==> config.mk <==
export PLATFORM = sky130hd
export DESIGN_NAME = damage_region_tracker_top
export DESIGN_NICKNAME = d
export VERILOG_FILES = /design/src/rtl/drt_pkg.sv /design/src/rtl/damage_region_tracker_top.sv /design/src/rtl/drt_ctrl.sv /design/src/rtl/drt_dp.sv
export VERILOG_INCLUDE_DIRS = /design/src /design/src/rtl
export SDC_FILE = /design/constraint.sdc
export NUM_CORES = 2
export LEC_CHECK = 0
export BUFFER_PORTS_ARGS = -buffer_cell sky130_fd_sc_hd__buf_2
export CORE_MARGIN = 8
export CORE_UTILIZATION = 38
export CTS_CLUSTER_DIAMETER = 40
export DETAILED_ROUTE_END_ITERATION = 6
export GPL_ROUTABILITY_DRIVEN = 0
export PLACE_DENSITY_LB_ADDON = 0.3
export SETUP_SLACK_MARGIN = 0.02
export SYNTH_ARGS = -nofsm -noshare
export SYNTH_HDL_FRONTEND = slang
export SYNTH_SLANG_ARGS = --single-unit
==> constraint.sdc <==
create_clock -name clk_i -period 19.9 [get_ports clk_i]
set_clock_uncertainty 0.2 [all_clocks]
set_input_delay 2.985 -clock clk_i [delete_from_list [all_inputs] [get_ports clk_i]]
set_output_delay 2.985 -clock clk_i [all_outputs]
set_load 0.05 [all_outputs]
==> src/rtl/assert_macros.svh <==
// ----------------------------------------------------------------------------
// assert_macros
// Assertion helpers shared by the RTL.
// ----------------------------------------------------------------------------
`ifndef ASSERT_MACROS_SVH
`define ASSERT_MACROS_SVH
// Implication checked every cycle outside reset
`define ASSERT_IMPL(label, clk, rst_n, ante, cons) \
  label: assert property (@(posedge clk) disable iff (!rst_n) (ante) |-> (cons)) \
    else $error("assertion failed");
// Next-cycle implication
`define ASSERT_NEXT(label, clk, rst_n, ante, cons) \
  label: assert property (@(posedge clk) disable iff (!rst_n) (ante) |=> (cons)) \
    else $error("assertion failed");
`endif

==> src/rtl/drt_pkg.sv <==
// ----------------------------------------------------------------------------
// drt_pkg
// Shared types and codes of the damage region tracker.
// ----------------------------------------------------------------------------
package drt_pkg;
  localparam logic [3:0] REQ_WIN_START = 4'd0;
  localparam logic [3:0] REQ_WIN_STOP  = 4'd1;
  localparam logic [3:0] REQ_MON_START = 4'd2;
  localparam logic [3:0] REQ_MON_STOP  = 4'd3;
  localparam logic [3:0] REQ_WIN_MOVE  = 4'd4;
  localparam logic [3:0] REQ_MON_MOVE  = 4'd5;
  localparam logic [3:0] REQ_MON_ADD   = 4'd6;
  localparam logic [3:0] REQ_DAMAGE    = 4'd7;
  localparam logic [3:0] REQ_CURSOR    = 4'd8;
  localparam logic [3:0] REQ_CLEAR     = 4'd9;
  localparam logic [15:0] COUNT_TOP    = 16'hFFFF;

  typedef struct packed {
    logic [15:0] h;
    logic [15:0] w;
    logic [15:0] y;
    logic [15:0] x;
  } rect_t;

  // controller to datapath
  typedef struct packed {
    logic load;     // capture request
    logic scan_win; // examine window entry at scan index
    logic scan_mon; // examine monitor entry at scan index
    logic commit;   // apply result and build output word
  } dp_cmd_t;

  // strict overlap of two rectangles, 18-bit signed edge arithmetic
  function automatic logic overlap(rect_t a, rect_t b);
    logic signed [17:0] ax, ay, bx, by, ar, ab, br, bb;
    ax = 18'(signed'(a.x));
    ay = 18'(signed'(a.y));
    bx = 18'(signed'(b.x));
    by = 18'(signed'(b.y));
    ar = ax + signed'({2'b00, a.w});
    ab = ay + signed'({2'b00, a.h});
    br = bx + signed'({2'b00, b.w});
    bb = by + signed'({2'b00, b.h});
    return (ax < br) && (ar > bx) && (ay < bb) && (ab > by);
  endfunction
endpackage

==> src/rtl/damage_region_tracker_top.sv <==
// ----------------------------------------------------------------------------
// damage_region_tracker_top
// Damage region tracker.
// Input channel: in_valid_i / in_stall_o with one request word (req_type_i,
// target_id_i, all_monitors_i, pos/size, cursor_visible_i). A word is taken
// when in_valid_i is high and in_stall_o low.
// Output channel: out_valid_o / out_stall_i with ok_o and damaged_o; one
// result word per request, taken when out_valid_o is high and out_stall_i low.
// Configuration: cfg_we_i writes cfg_idx_i (0 tracking_enabled,
// 1 cursor_tracking) with cfg_data_i; the user must write only while idle, the block does not enforce it.
// Each request runs a sequential scan of both tables, one entry per cycle,
// then a commit state. One request is in flight at a time, so a new word is
// taken only after the result word of the last one has been taken.
// Reset: tables empty, dirty flag set, tracking on, cursor tracking off.
// A stalled result holds on the output and no new word is taken meanwhile.
// ----------------------------------------------------------------------------
module damage_region_tracker_top import drt_pkg::*; #(
  parameter int unsigned MAX_WINDOWS  = 16,
  parameter int unsigned MAX_MONITORS = 8
) (
  input  logic        clk_i,
  input  logic        rst_ni,
  input  logic        cfg_we_i,
  input  logic        cfg_idx_i,
  input  logic        cfg_data_i,
  input  logic        in_valid_i,
  output logic        in_stall_o,
  input  logic [3:0]  req_type_i,
  input  logic [31:0] target_id_i,
  input  logic        all_monitors_i,
  input  logic signed [15:0] pos_x_i,
  input  logic signed [15:0] pos_y_i,
  input  logic [15:0] width_i,
  input  logic [15:0] height_i,
  input  logic        cursor_visible_i,
  output logic        out_valid_o,
  input  logic        out_stall_i,
  output logic        ok_o,
  output logic        damaged_o
);
  localparam int unsigned ScanMax = (MAX_WINDOWS > MAX_MONITORS) ? MAX_WINDOWS : MAX_MONITORS;
  localparam int unsigned CW = $clog2(ScanMax + 1);

  logic track_en_q, cur_track_q;
  logic [CW-1:0] idx;
  dp_cmd_t cmd;

  always_ff @(posedge clk_i or negedge rst_ni) begin
    if (!rst_ni) begin
      track_en_q  <= 1'b1;
      cur_track_q <= 1'b0;
    end else if (cfg_we_i) begin
      if (cfg_idx_i == 1'b0) track_en_q <= cfg_data_i;
      else cur_track_q <= cfg_data_i;
    end
  end

  drt_ctrl #(.ScanMax(ScanMax)) u_ctrl (
    .clk_i, .rst_ni, .in_valid_i, .out_stall_i,
    .n_win_i(CW'(MAX_WINDOWS)), .n_mon_i(CW'(MAX_MONITORS)),
    .in_stall_o, .out_valid_o, .idx_o(idx), .cmd_o(cmd)
  );

  drt_dp #(.MaxWindows(MAX_WINDOWS), .MaxMonitors(MAX_MONITORS), .CW(CW)) u_dp (
    .clk_i, .rst_ni, .cmd_i(cmd), .idx_i(idx),
    .tracking_enabled_i(track_en_q), .cursor_tracking_i(cur_track_q),
    .req_type_i, .target_id_i, .all_monitors_i,
    .pos_x_i(pos_x_i), .pos_y_i(pos_y_i), .width_i, .height_i, .cursor_visible_i,
    .ok_o, .damaged_o
  );
endmodule

==> src/rtl/drt_ctrl.sv <==
// ----------------------------------------------------------------------------
// drt_ctrl
// Sequencer: load, scan windows, scan monitors, commit, hold output.
// ----------------------------------------------------------------------------
module drt_ctrl import drt_pkg::*; #(
  parameter int unsigned ScanMax = 16
) (
  input  logic clk_i,
  input  logic rst_ni,
  input  logic in_valid_i,
  input  logic out_stall_i,
  input  logic [$clog2(ScanMax+1)-1:0] n_win_i,
  input  logic [$clog2(ScanMax+1)-1:0] n_mon_i,
  output logic in_stall_o,
  output logic out_valid_o,
  output logic [$clog2(ScanMax+1)-1:0] idx_o,
  output dp_cmd_t cmd_o
);
  localparam int unsigned CW = $clog2(ScanMax + 1);

  typedef enum logic [4:0] {
    ST_IDLE = 5'b00001,
    ST_WIN  = 5'b00010,
    ST_MON  = 5'b00100,
    ST_CMT  = 5'b01000,
    ST_OUT  = 5'b10000
  } state_e;

  state_e state_q, state_d;
  logic [CW-1:0] idx_q, idx_d;

  assign in_stall_o  = (state_q != ST_IDLE);
  assign out_valid_o = (state_q == ST_OUT);
  assign idx_o       = idx_q;

  always_comb begin
    state_d = state_q;
    idx_d   = idx_q;
    cmd_o   = '0;
    case (state_q)
      ST_IDLE: begin
        if (in_valid_i) begin
          cmd_o.load = 1'b1;
          state_d = ST_WIN;
          idx_d = '0;
        end
      end
      ST_WIN: begin
        cmd_o.scan_win = 1'b1;
        if (idx_q == n_win_i - CW'(1)) begin
          idx_d = '0;
          state_d = ST_MON;
        end else begin
          idx_d = idx_q + CW'(1);
        end
      end
      ST_MON: begin
        cmd_o.scan_mon = 1'b1;
        if (idx_q == n_mon_i - CW'(1)) begin
          idx_d = '0;
          state_d = ST_CMT;
        end else begin
          idx_d = idx_q + CW'(1);
        end
      end
      ST_CMT: begin
        cmd_o.commit = 1'b1;
        state_d = ST_OUT;
      end
      ST_OUT: begin
        if (!out_stall_i) state_d = ST_IDLE;
      end
      default: state_d = ST_IDLE;
    endcase
  end

  always_ff @(posedge clk_i or negedge rst_ni) begin
    if (!rst_ni) begin
      state_q <= ST_IDLE;
      idx_q   <= '0;
    end else begin
      state_q <= state_d;
      idx_q   <= idx_d;
    end
  end

  `include "assert_macros.svh"
  `ASSERT_IMPL(a_onehot, clk_i, rst_ni, 1'b1, $onehot(state_q))
  `ASSERT_NEXT(a_load_scan, clk_i, rst_ni, cmd_o.load, state_q == ST_WIN && idx_q == '0)
  `ASSERT_NEXT(a_cmt_out, clk_i, rst_ni, cmd_o.commit, out_valid_o)
endmodule

==> src/rtl/drt_dp.sv <==
// ----------------------------------------------------------------------------
// drt_dp
// Tables, request register, scan accumulators and result register.
// ----------------------------------------------------------------------------
module drt_dp import drt_pkg::*; #(
  parameter int unsigned MaxWindows  = 16,
  parameter int unsigned MaxMonitors = 8,
  parameter int unsigned CW = 5
) (
  input  logic clk_i,
  input  logic rst_ni,
  input  dp_cmd_t cmd_i,
  input  logic [CW-1:0] idx_i,
  input  logic tracking_enabled_i,
  input  logic cursor_tracking_i,
  input  logic [3:0] req_type_i,
  input  logic [31:0] target_id_i,
  input  logic all_monitors_i,
  input  logic [15:0] pos_x_i,
  input  logic [15:0] pos_y_i,
  input  logic [15:0] width_i,
  input  logic [15:0] height_i,
  input  logic cursor_visible_i,
  output logic ok_o,
  output logic damaged_o
);
  localparam int unsigned WW = (MaxWindows > 1) ? $clog2(MaxWindows) : 1;
  localparam int unsigned MW = (MaxMonitors > 1) ? $clog2(MaxMonitors) : 1;

  logic [31:0] win_id_q  [MaxWindows];
  rect_t       win_rect_q[MaxWindows];
  logic [15:0] win_ref_q [MaxWindows];
  logic [31:0] mon_id_q  [MaxMonitors];
  rect_t       mon_rect_q[MaxMonitors];
  logic [15:0] mon_ref_q [MaxMonitors];
  logic [MaxMonitors-1:0] mon_pres_q;
  logic [15:0] whole_q;
  logic        dirty_q;
  logic [31:0] cursor_q;

  logic [3:0]  req_q;
  logic [31:0] id_q;
  logic        all_q, vis_q;
  rect_t       rect_q;

  // scan results
  logic          wfound_q, wfree_q, mfound_q, mfree_q, whit_q, mhit_q;
  logic [WW-1:0] widx_q, wfidx_q;
  logic [MW-1:0] midx_q, mfidx_q;
  logic ok_q, dmg_q;

  logic [WW-1:0] wi;
  logic [MW-1:0] mi;
  assign wi = idx_i[WW-1:0];
  assign mi = idx_i[MW-1:0];

  always_ff @(posedge clk_i) begin
    if (cmd_i.load) begin
      req_q  <= req_type_i;
      id_q   <= target_id_i;
      all_q  <= all_monitors_i;
      vis_q  <= cursor_visible_i;
      rect_q <= '{h: height_i, w: width_i, y: pos_y_i, x: pos_x_i};
    end
  end

  always_ff @(posedge clk_i or negedge rst_ni) begin
    if (!rst_ni) begin
      wfound_q <= 1'b0; wfree_q <= 1'b0; mfound_q <= 1'b0; mfree_q <= 1'b0;
      whit_q <= 1'b0; mhit_q <= 1'b0;
      widx_q <= '0; wfidx_q <= '0; midx_q <= '0; mfidx_q <= '0;
    end else if (cmd_i.load) begin
      wfound_q <= 1'b0; wfree_q <= 1'b0; mfound_q <= 1'b0; mfree_q <= 1'b0;
      whit_q <= 1'b0; mhit_q <= 1'b0;
    end else if (cmd_i.scan_win) begin
      if (win_ref_q[wi] != '0) begin
        if (!wfound_q && win_id_q[wi] == id_q) begin
          wfound_q <= 1'b1;
          widx_q   <= wi;
        end
        if (overlap(win_rect_q[wi], rect_q)) whit_q <= 1'b1;
      end else if (!wfree_q) begin
        wfree_q <= 1'b1;
        wfidx_q <= wi;
      end
    end else if (cmd_i.scan_mon) begin
      if (mon_pres_q[mi]) begin
        if (!mfound_q && mon_id_q[mi] == id_q) begin
          mfound_q <= 1'b1;
          midx_q   <= mi;
        end
        if (mon_ref_q[mi] != '0 && overlap(mon_rect_q[mi], rect_q)) mhit_q <= 1'b1;
      end else if (!mfree_q) begin
        mfree_q <= 1'b1;
        mfidx_q <= mi;
      end
    end
  end

  logic id_nz, rect_nz;
  assign id_nz   = (id_q != '0);
  assign rect_nz = (rect_q.w != '0) && (rect_q.h != '0);

  // ids and rects: payload, written only at commit
  always_ff @(posedge clk_i) begin
    if (cmd_i.commit && tracking_enabled_i) begin
      case (req_q)
        REQ_WIN_START: if (id_nz && !wfound_q && wfree_q) begin
          win_id_q[wfidx_q]   <= id_q;
          win_rect_q[wfidx_q] <= rect_q;
        end
        REQ_WIN_MOVE: if (id_nz && wfound_q) win_rect_q[widx_q] <= rect_q;
        REQ_MON_MOVE: if (id_nz && rect_nz && mfound_q) mon_rect_q[midx_q] <= rect_q;
        REQ_MON_ADD: if (id_nz) begin
          if (mfound_q) mon_rect_q[midx_q] <= rect_q;
          else if (mfree_q) begin
            mon_id_q[mfidx_q]   <= id_q;
            mon_rect_q[mfidx_q] <= rect_q;
          end
        end
        default: ;
      endcase
    end
  end

  always_ff @(posedge clk_i or negedge rst_ni) begin
    if (!rst_ni) begin
      for (int k = 0; k < MaxWindows; k++) win_ref_q[k] <= '0;
      for (int k = 0; k < MaxMonitors; k++) mon_ref_q[k] <= '0;
      mon_pres_q <= '0;
      whole_q    <= '0;
      dirty_q    <= 1'b1;
      cursor_q   <= '0;
      ok_q       <= 1'b0;
      dmg_q      <= 1'b1;
    end else if (cmd_i.commit) begin
      ok_q  <= 1'b0;
      dmg_q <= 1'b1;
      if (tracking_enabled_i) begin
        dmg_q <= dirty_q;
        case (req_q)
          REQ_WIN_START: if (id_nz) begin
            if (wfound_q) begin
              if (win_ref_q[widx_q] != COUNT_TOP) win_ref_q[widx_q] <= win_ref_q[widx_q] + 16'd1;
              ok_q <= 1'b1;
            end else if (wfree_q) begin
              win_ref_q[wfidx_q] <= 16'd1;
              ok_q <= 1'b1;
            end
          end
          REQ_WIN_STOP: if (id_nz && wfound_q) begin
            win_ref_q[widx_q] <= win_ref_q[widx_q] - 16'd1;
            ok_q <= 1'b1;
          end
          REQ_MON_START: begin
            if (all_q) begin
              if (whole_q != COUNT_TOP) whole_q <= whole_q + 16'd1;
              ok_q <= 1'b1;
            end else if (id_nz && mfound_q) begin
              if (mon_ref_q[midx_q] != COUNT_TOP) mon_ref_q[midx_q] <= mon_ref_q[midx_q] + 16'd1;
              ok_q <= 1'b1;
            end
          end
          REQ_MON_STOP: begin
            if (all_q) begin
              if (whole_q != '0) whole_q <= whole_q - 16'd1;
              ok_q <= 1'b1;
            end else if (id_nz && mfound_q && mon_ref_q[midx_q] != '0) begin
              mon_ref_q[midx_q] <= mon_ref_q[midx_q] - 16'd1;
              ok_q <= 1'b1;
            end
          end
          REQ_WIN_MOVE: ok_q <= id_nz && wfound_q;
          REQ_MON_MOVE: ok_q <= id_nz && rect_nz && mfound_q;
          REQ_MON_ADD: if (id_nz) begin
            if (mfound_q) ok_q <= 1'b1;
            else if (mfree_q) begin
              mon_ref_q[mfidx_q]  <= '0;
              mon_pres_q[mfidx_q] <= 1'b1;
              ok_q <= 1'b1;
            end
          end
          REQ_DAMAGE: begin
            ok_q <= 1'b1;
            if (dirty_q || whole_q != '0 || (id_nz && wfound_q) || mhit_q) begin
              dirty_q <= 1'b1;
              dmg_q   <= 1'b1;
            end
          end
          REQ_CURSOR: begin
            ok_q <= 1'b1;
            if (cursor_tracking_i && vis_q && !dirty_q &&
                {rect_q.y, rect_q.x} != cursor_q) begin
              cursor_q <= {rect_q.y, rect_q.x};
              if (whole_q != '0 || whit_q || mhit_q) begin
                dirty_q <= 1'b1;
                dmg_q   <= 1'b1;
              end
            end
          end
          REQ_CLEAR: begin
            ok_q    <= 1'b1;
            dirty_q <= 1'b0;
          end
          default: ;
        endcase
      end
    end
  end

  assign ok_o      = ok_q;
  assign damaged_o = dmg_q;

  `include "assert_macros.svh"
  `ASSERT_NEXT(a_clear, clk_i, rst_ni,
    cmd_i.commit && tracking_enabled_i && req_q == REQ_CLEAR, !dirty_q && ok_q)
  `ASSERT_NEXT(a_off, clk_i, rst_ni, cmd_i.commit && !tracking_enabled_i, !ok_q && dmg_q)
  `ASSERT_IMPL(a_cmd_excl, clk_i, rst_ni, 1'b1, $onehot0(cmd_i))
endmodule

==> impl_metrics.csv <==
group,metric,value,unit
run_status,failed_checks,"design-rule violations",
logic_synthesis,yosysTopAreaCellShare,55.68,%
place,dp.final_hpwl,235600,um
cts,cts_sinks,2881,
min_path,worst_hold_path.endpoint,"u_dp.mon_pres_q[1]",
cells_and_area,num-fill-cells,29785,
critical_path,worst-setup-path-type,"register to register",
cells_and_area,final_cell_area,149700,um2
cts,cts.repair_timing.setup_buffer_count,0,
logic_synthesis,yosys.area_share.adder,2.644,%
floorplan,core_area,339800,um2
logic_synthesis,synth_enable_flop_cells,2406,
routing,wl_per_cell,28.61,um
critical_path,worst-r2r-setup-slack,11590,ps
floorplan,die_width,600.3,um
critical_path,crit_path_capture_type,"register",
cells_and_area,areaGrowthSynthToFinish,15.35,%
logic_synthesis,yosys_most_used_dff,"edfxtp_1",
routing,drt-total-wl,393700,um
timing,hold_viol_final,0,
critical_path,cp_data_required_time,20510,ps
pwr,power_density,119.3,nW/um2
floorplan,num_io_pins,113,
logic_synthesis,synth_simple_gate_area_share,6.361,%
critical_path,worst_setup_path_start_kind,"register",
routing,detailroute.via_count,83379,
run,max-cap-violations,0,
run_status,status,"finished, violations left",
global_routing,overflow,0,
logic_synthesis,postSynthCellCount,8654,
logic_synthesis,postSynthAreaPerCell,14.99,um2
min_path,worstHoldPathType,"register to register",
logic_synthesis,syn_nets,9033,
timing,timing_max_transition_violations_final,0,
global_routing,antenna_found_initial,8,
logic_synthesis,yosys-top-cells-area,"edfxtp_1 56%, mux4_2 9.1%, dfrtp_1 9.1%",
global_routing,groute.usage.overall,20.94,%
routing,viasPerCell,6.060,
global_routing,grt_pass1_wl,572400,um
routing,post-route-drc-count,3,
cts,postCtsHoldBufs,0,
logic_synthesis,seq_total_area_yosys,64.85,%
floorplan,initial_utilization,38.19,%
critical_path,rr_endpoint,"u_dp.mhit_q",
cts,numCtsBuffers,393,
cells_and_area,most_frequent_cells_in_the_layout,"2,406 x edfxtp_1, 819 x nand2_1, 527 x mux4_2, 461 x dfrtp_1, 452 x o21ai_0",
timing,fmax,120.4,MHz
timing,min_period_over_period,41.74,%
timing,worst_pin_slew,1459,ps
global_routing,via_count_of_the_first_global_routing_pass,83326,
critical_path,worst-endpoint-arrival,8910,ps
cts,clock_latency,940,ps
cts,cts_root_buf,"clkbuf_16",
critical_path,crit-reg2reg-launch,"u_ctrl.idx_o[0]",
logic_synthesis,synth.largest_area_cell,"edfxtp_1",
logic_synthesis,yosys-mux-area-fraction,12.46,%
timing,worst_slew_margin_rel,2.064,%
timing,timing.final.setup_violations,0,
critical_path,r2r_cells,22,
logic_synthesis,synth_top_family_by_area,"multiplexers",
logic_synthesis,synth_xor_xnor_area_share,1.640,%
cells_and_area,register_area,84170,um2
routing,drt.antenna.violating_nets,0,
floorplan,die_area,360400,um2
place,post_placement_cell_area,136300,um2
cells_and_area,nets,9267,
cts,path_clk_slew,60,ps
logic_synthesis,syn-cell-area,129800,um2
cts,cts_tree,"built",
min_path,hold_depth,1,
timing,rsz_0062_raised_after_global_routing,"no",
routing,drt_first_iter_violations,10622,
floorplan,die_height,600.3,um
cells_and_area,post_route_cells_drive_above_1_share,18.93,%
pwr,ir_drop,0.00008147,V
timing,final.setup.tns,0,ps
floorplan,std_cell_rows,214,
cells_and_area,final_common_cell,"edfxtp_1",
cells_and_area,multi_input_comb_area,43460,um2
critical_path,critical_path_peak_fanout,47,
routing,drt_pass1_iterations,7,
cts,htree_levels,5,
logic_synthesis,compound_gate_fraction_of_synth_area,9.985,%
min_path,worstHoldStart,"u_dp.mon_pres_q[1]",
cells_and_area,final_core_utilization,44.05,%
cts,cts.path.max_buffers,4,
pwr,static-leakage-power,50.72,nW
cts,cts_repair_resize_count,0,
logic_synthesis,asyncSetResetFlopFracSynth,16.49,%
logic_synthesis,yosysUniqueCellTypes,91,
timing,finalCriticalPeriod,8306,ps
global_routing,grt_max_degree,184,
logic_synthesis,ys_warn_count,0,
logic_synthesis,ys_ff_latch,2881,
place,place.port_buffers,112,
registers in the layout, summed over array words and instances, names as in the netlist, 3 cells and up:
register / flops
u_ctrl.idx_o: 5
u_ctrl.state_q: 5
u_dp.cursor_q: 32
u_dp.id_q: 32
u_dp.mfidx_q: 3
u_dp.midx_q: 3
u_dp.mon_id_q: 256
u_dp.mon_pres_q: 8
u_dp.mon_rect_q: 512
u_dp.mon_ref_q: 128
u_dp.rect_q: 64
u_dp.req_q: 4
u_dp.wfidx_q: 4
u_dp.whole_q: 16
u_dp.widx_q: 4
u_dp.win_id_q: 512
u_dp.win_rect_q: 1024
u_dp.win_ref_q: 256
worst max path at each step:
stage                  end  slack [ps]             from  depth (start not counted)
6_report       u_dp.mhit_q       11590  u_ctrl.idx_o[0]                         22
5_1_grt        u_dp.mhit_q       10960  u_ctrl.idx_o[0]                         22
4_1_cts        u_dp.whit_q       11480  u_ctrl.idx_o[0]                         20
3_5_place_dp   u_dp.whit_q       11500  u_ctrl.idx_o[0]                         20
3_3_place_gp   u_dp.whit_q       11300  u_ctrl.idx_o[0]                         21
2_1_floorplan  u_dp.whit_q       12590  u_ctrl.idx_o[0]                         31
critical path, cell delays in order, from the launching register on:
cell       delay (ps)
dfrtp_4           930
buf_4             790
buf_4             850
mux4_2            620
mux2_2            280
ha_1              220
fa_1              470
a21oi_1           200
o21ai_0           150
a21oi_1           210
o21ai_0           200
a41oi_1           440
a211oi_1          220
a211oi_1          260
o21bai_1          100
xor2_1            160
ha_1              320
nand4_1           100
mux2_2            280
nand4_1           110
a2111oi_0         420
nand4_1           140
o41ai_1           270
power breakdown:
group | total [mW] | internal, mW | switching, mW
combinational | 3.77 | 1.43 | 2.33
clock | 7.10 | 4.33 | 2.77
sequential | 6.99 | 6.88 | 0.112
total | 17.9 | 12.6 | 5.21
cells in the mapped netlist, types with 47 or more instances:
master    number
xnor2_1      163
o22ai_1      178
mux2_2        65
nor2b_1       54
a22oi_1      133
o21ai_1      118
nand3_1       97
buf_2        137
a221oi_1     174
nor2_1       255
a21o_1        72
edfxtp_1    2406
dfrtp_1      471
nand4_1       74
mux4_2       527
clkbuf_1     326
o21ai_0      452
o221ai_1     162
nor3_1        96
a22o_1        72
nand2_1      820
nor4_1       117
a21oi_1      219
ha_1         263
inv_1        124
a32oi_1       47
mux2i_1      356
xor2_1        80
per-stage QoR:
stage                     power (mW)  cells  setup slack (ps)  hold slack [ps]
after CTS                      17.96  13756             11480            265.7
after global placement         10.78  13029             11300            246.3
final                          17.86  13760             11590            265.6
after global routing           18.51  13758             10960            266.7
after detailed placement       10.85  13029             11500            248.6
after floorplan                9.645   8654             12590            233.7
layer usage:
| metal | vias to the layer above | track usage, % | routed length [um] |
|---|---|---|---|
| met5 | - | 0 | 42 |
| met4 | 6 | 8.183 | 16820 |
| met3 | 858 | 3.730 | 32340 |
| met2 | 4261 | 33.38 | 181900 |
| met1 | 42984 | 28.64 | 162600 |
| li1 | 35270 | - | - |
cells by family after synthesis:
group,Yosys count
xor+xnor,243
mux,948
buf+inv,645
compound gates,1918
fa+ha+maj,270
flops,2881
simple gates,1749
area by class of cell:
class | instances | share of cell area [%]
Sequential cell | 2881 | 56.23
Multi-Input combinational cell | 5128 | 29.04
Clock buffer | 455 | 6.886
Tap cell | 4536 | 3.792
Clock inverter | 272 | 2.050
Timing Repair Buffer | 359 | 1.670
Inverter | 125 | 0.3252
Antenna cell | 4 | 0.006688
(Power assumes the default switching activity.)
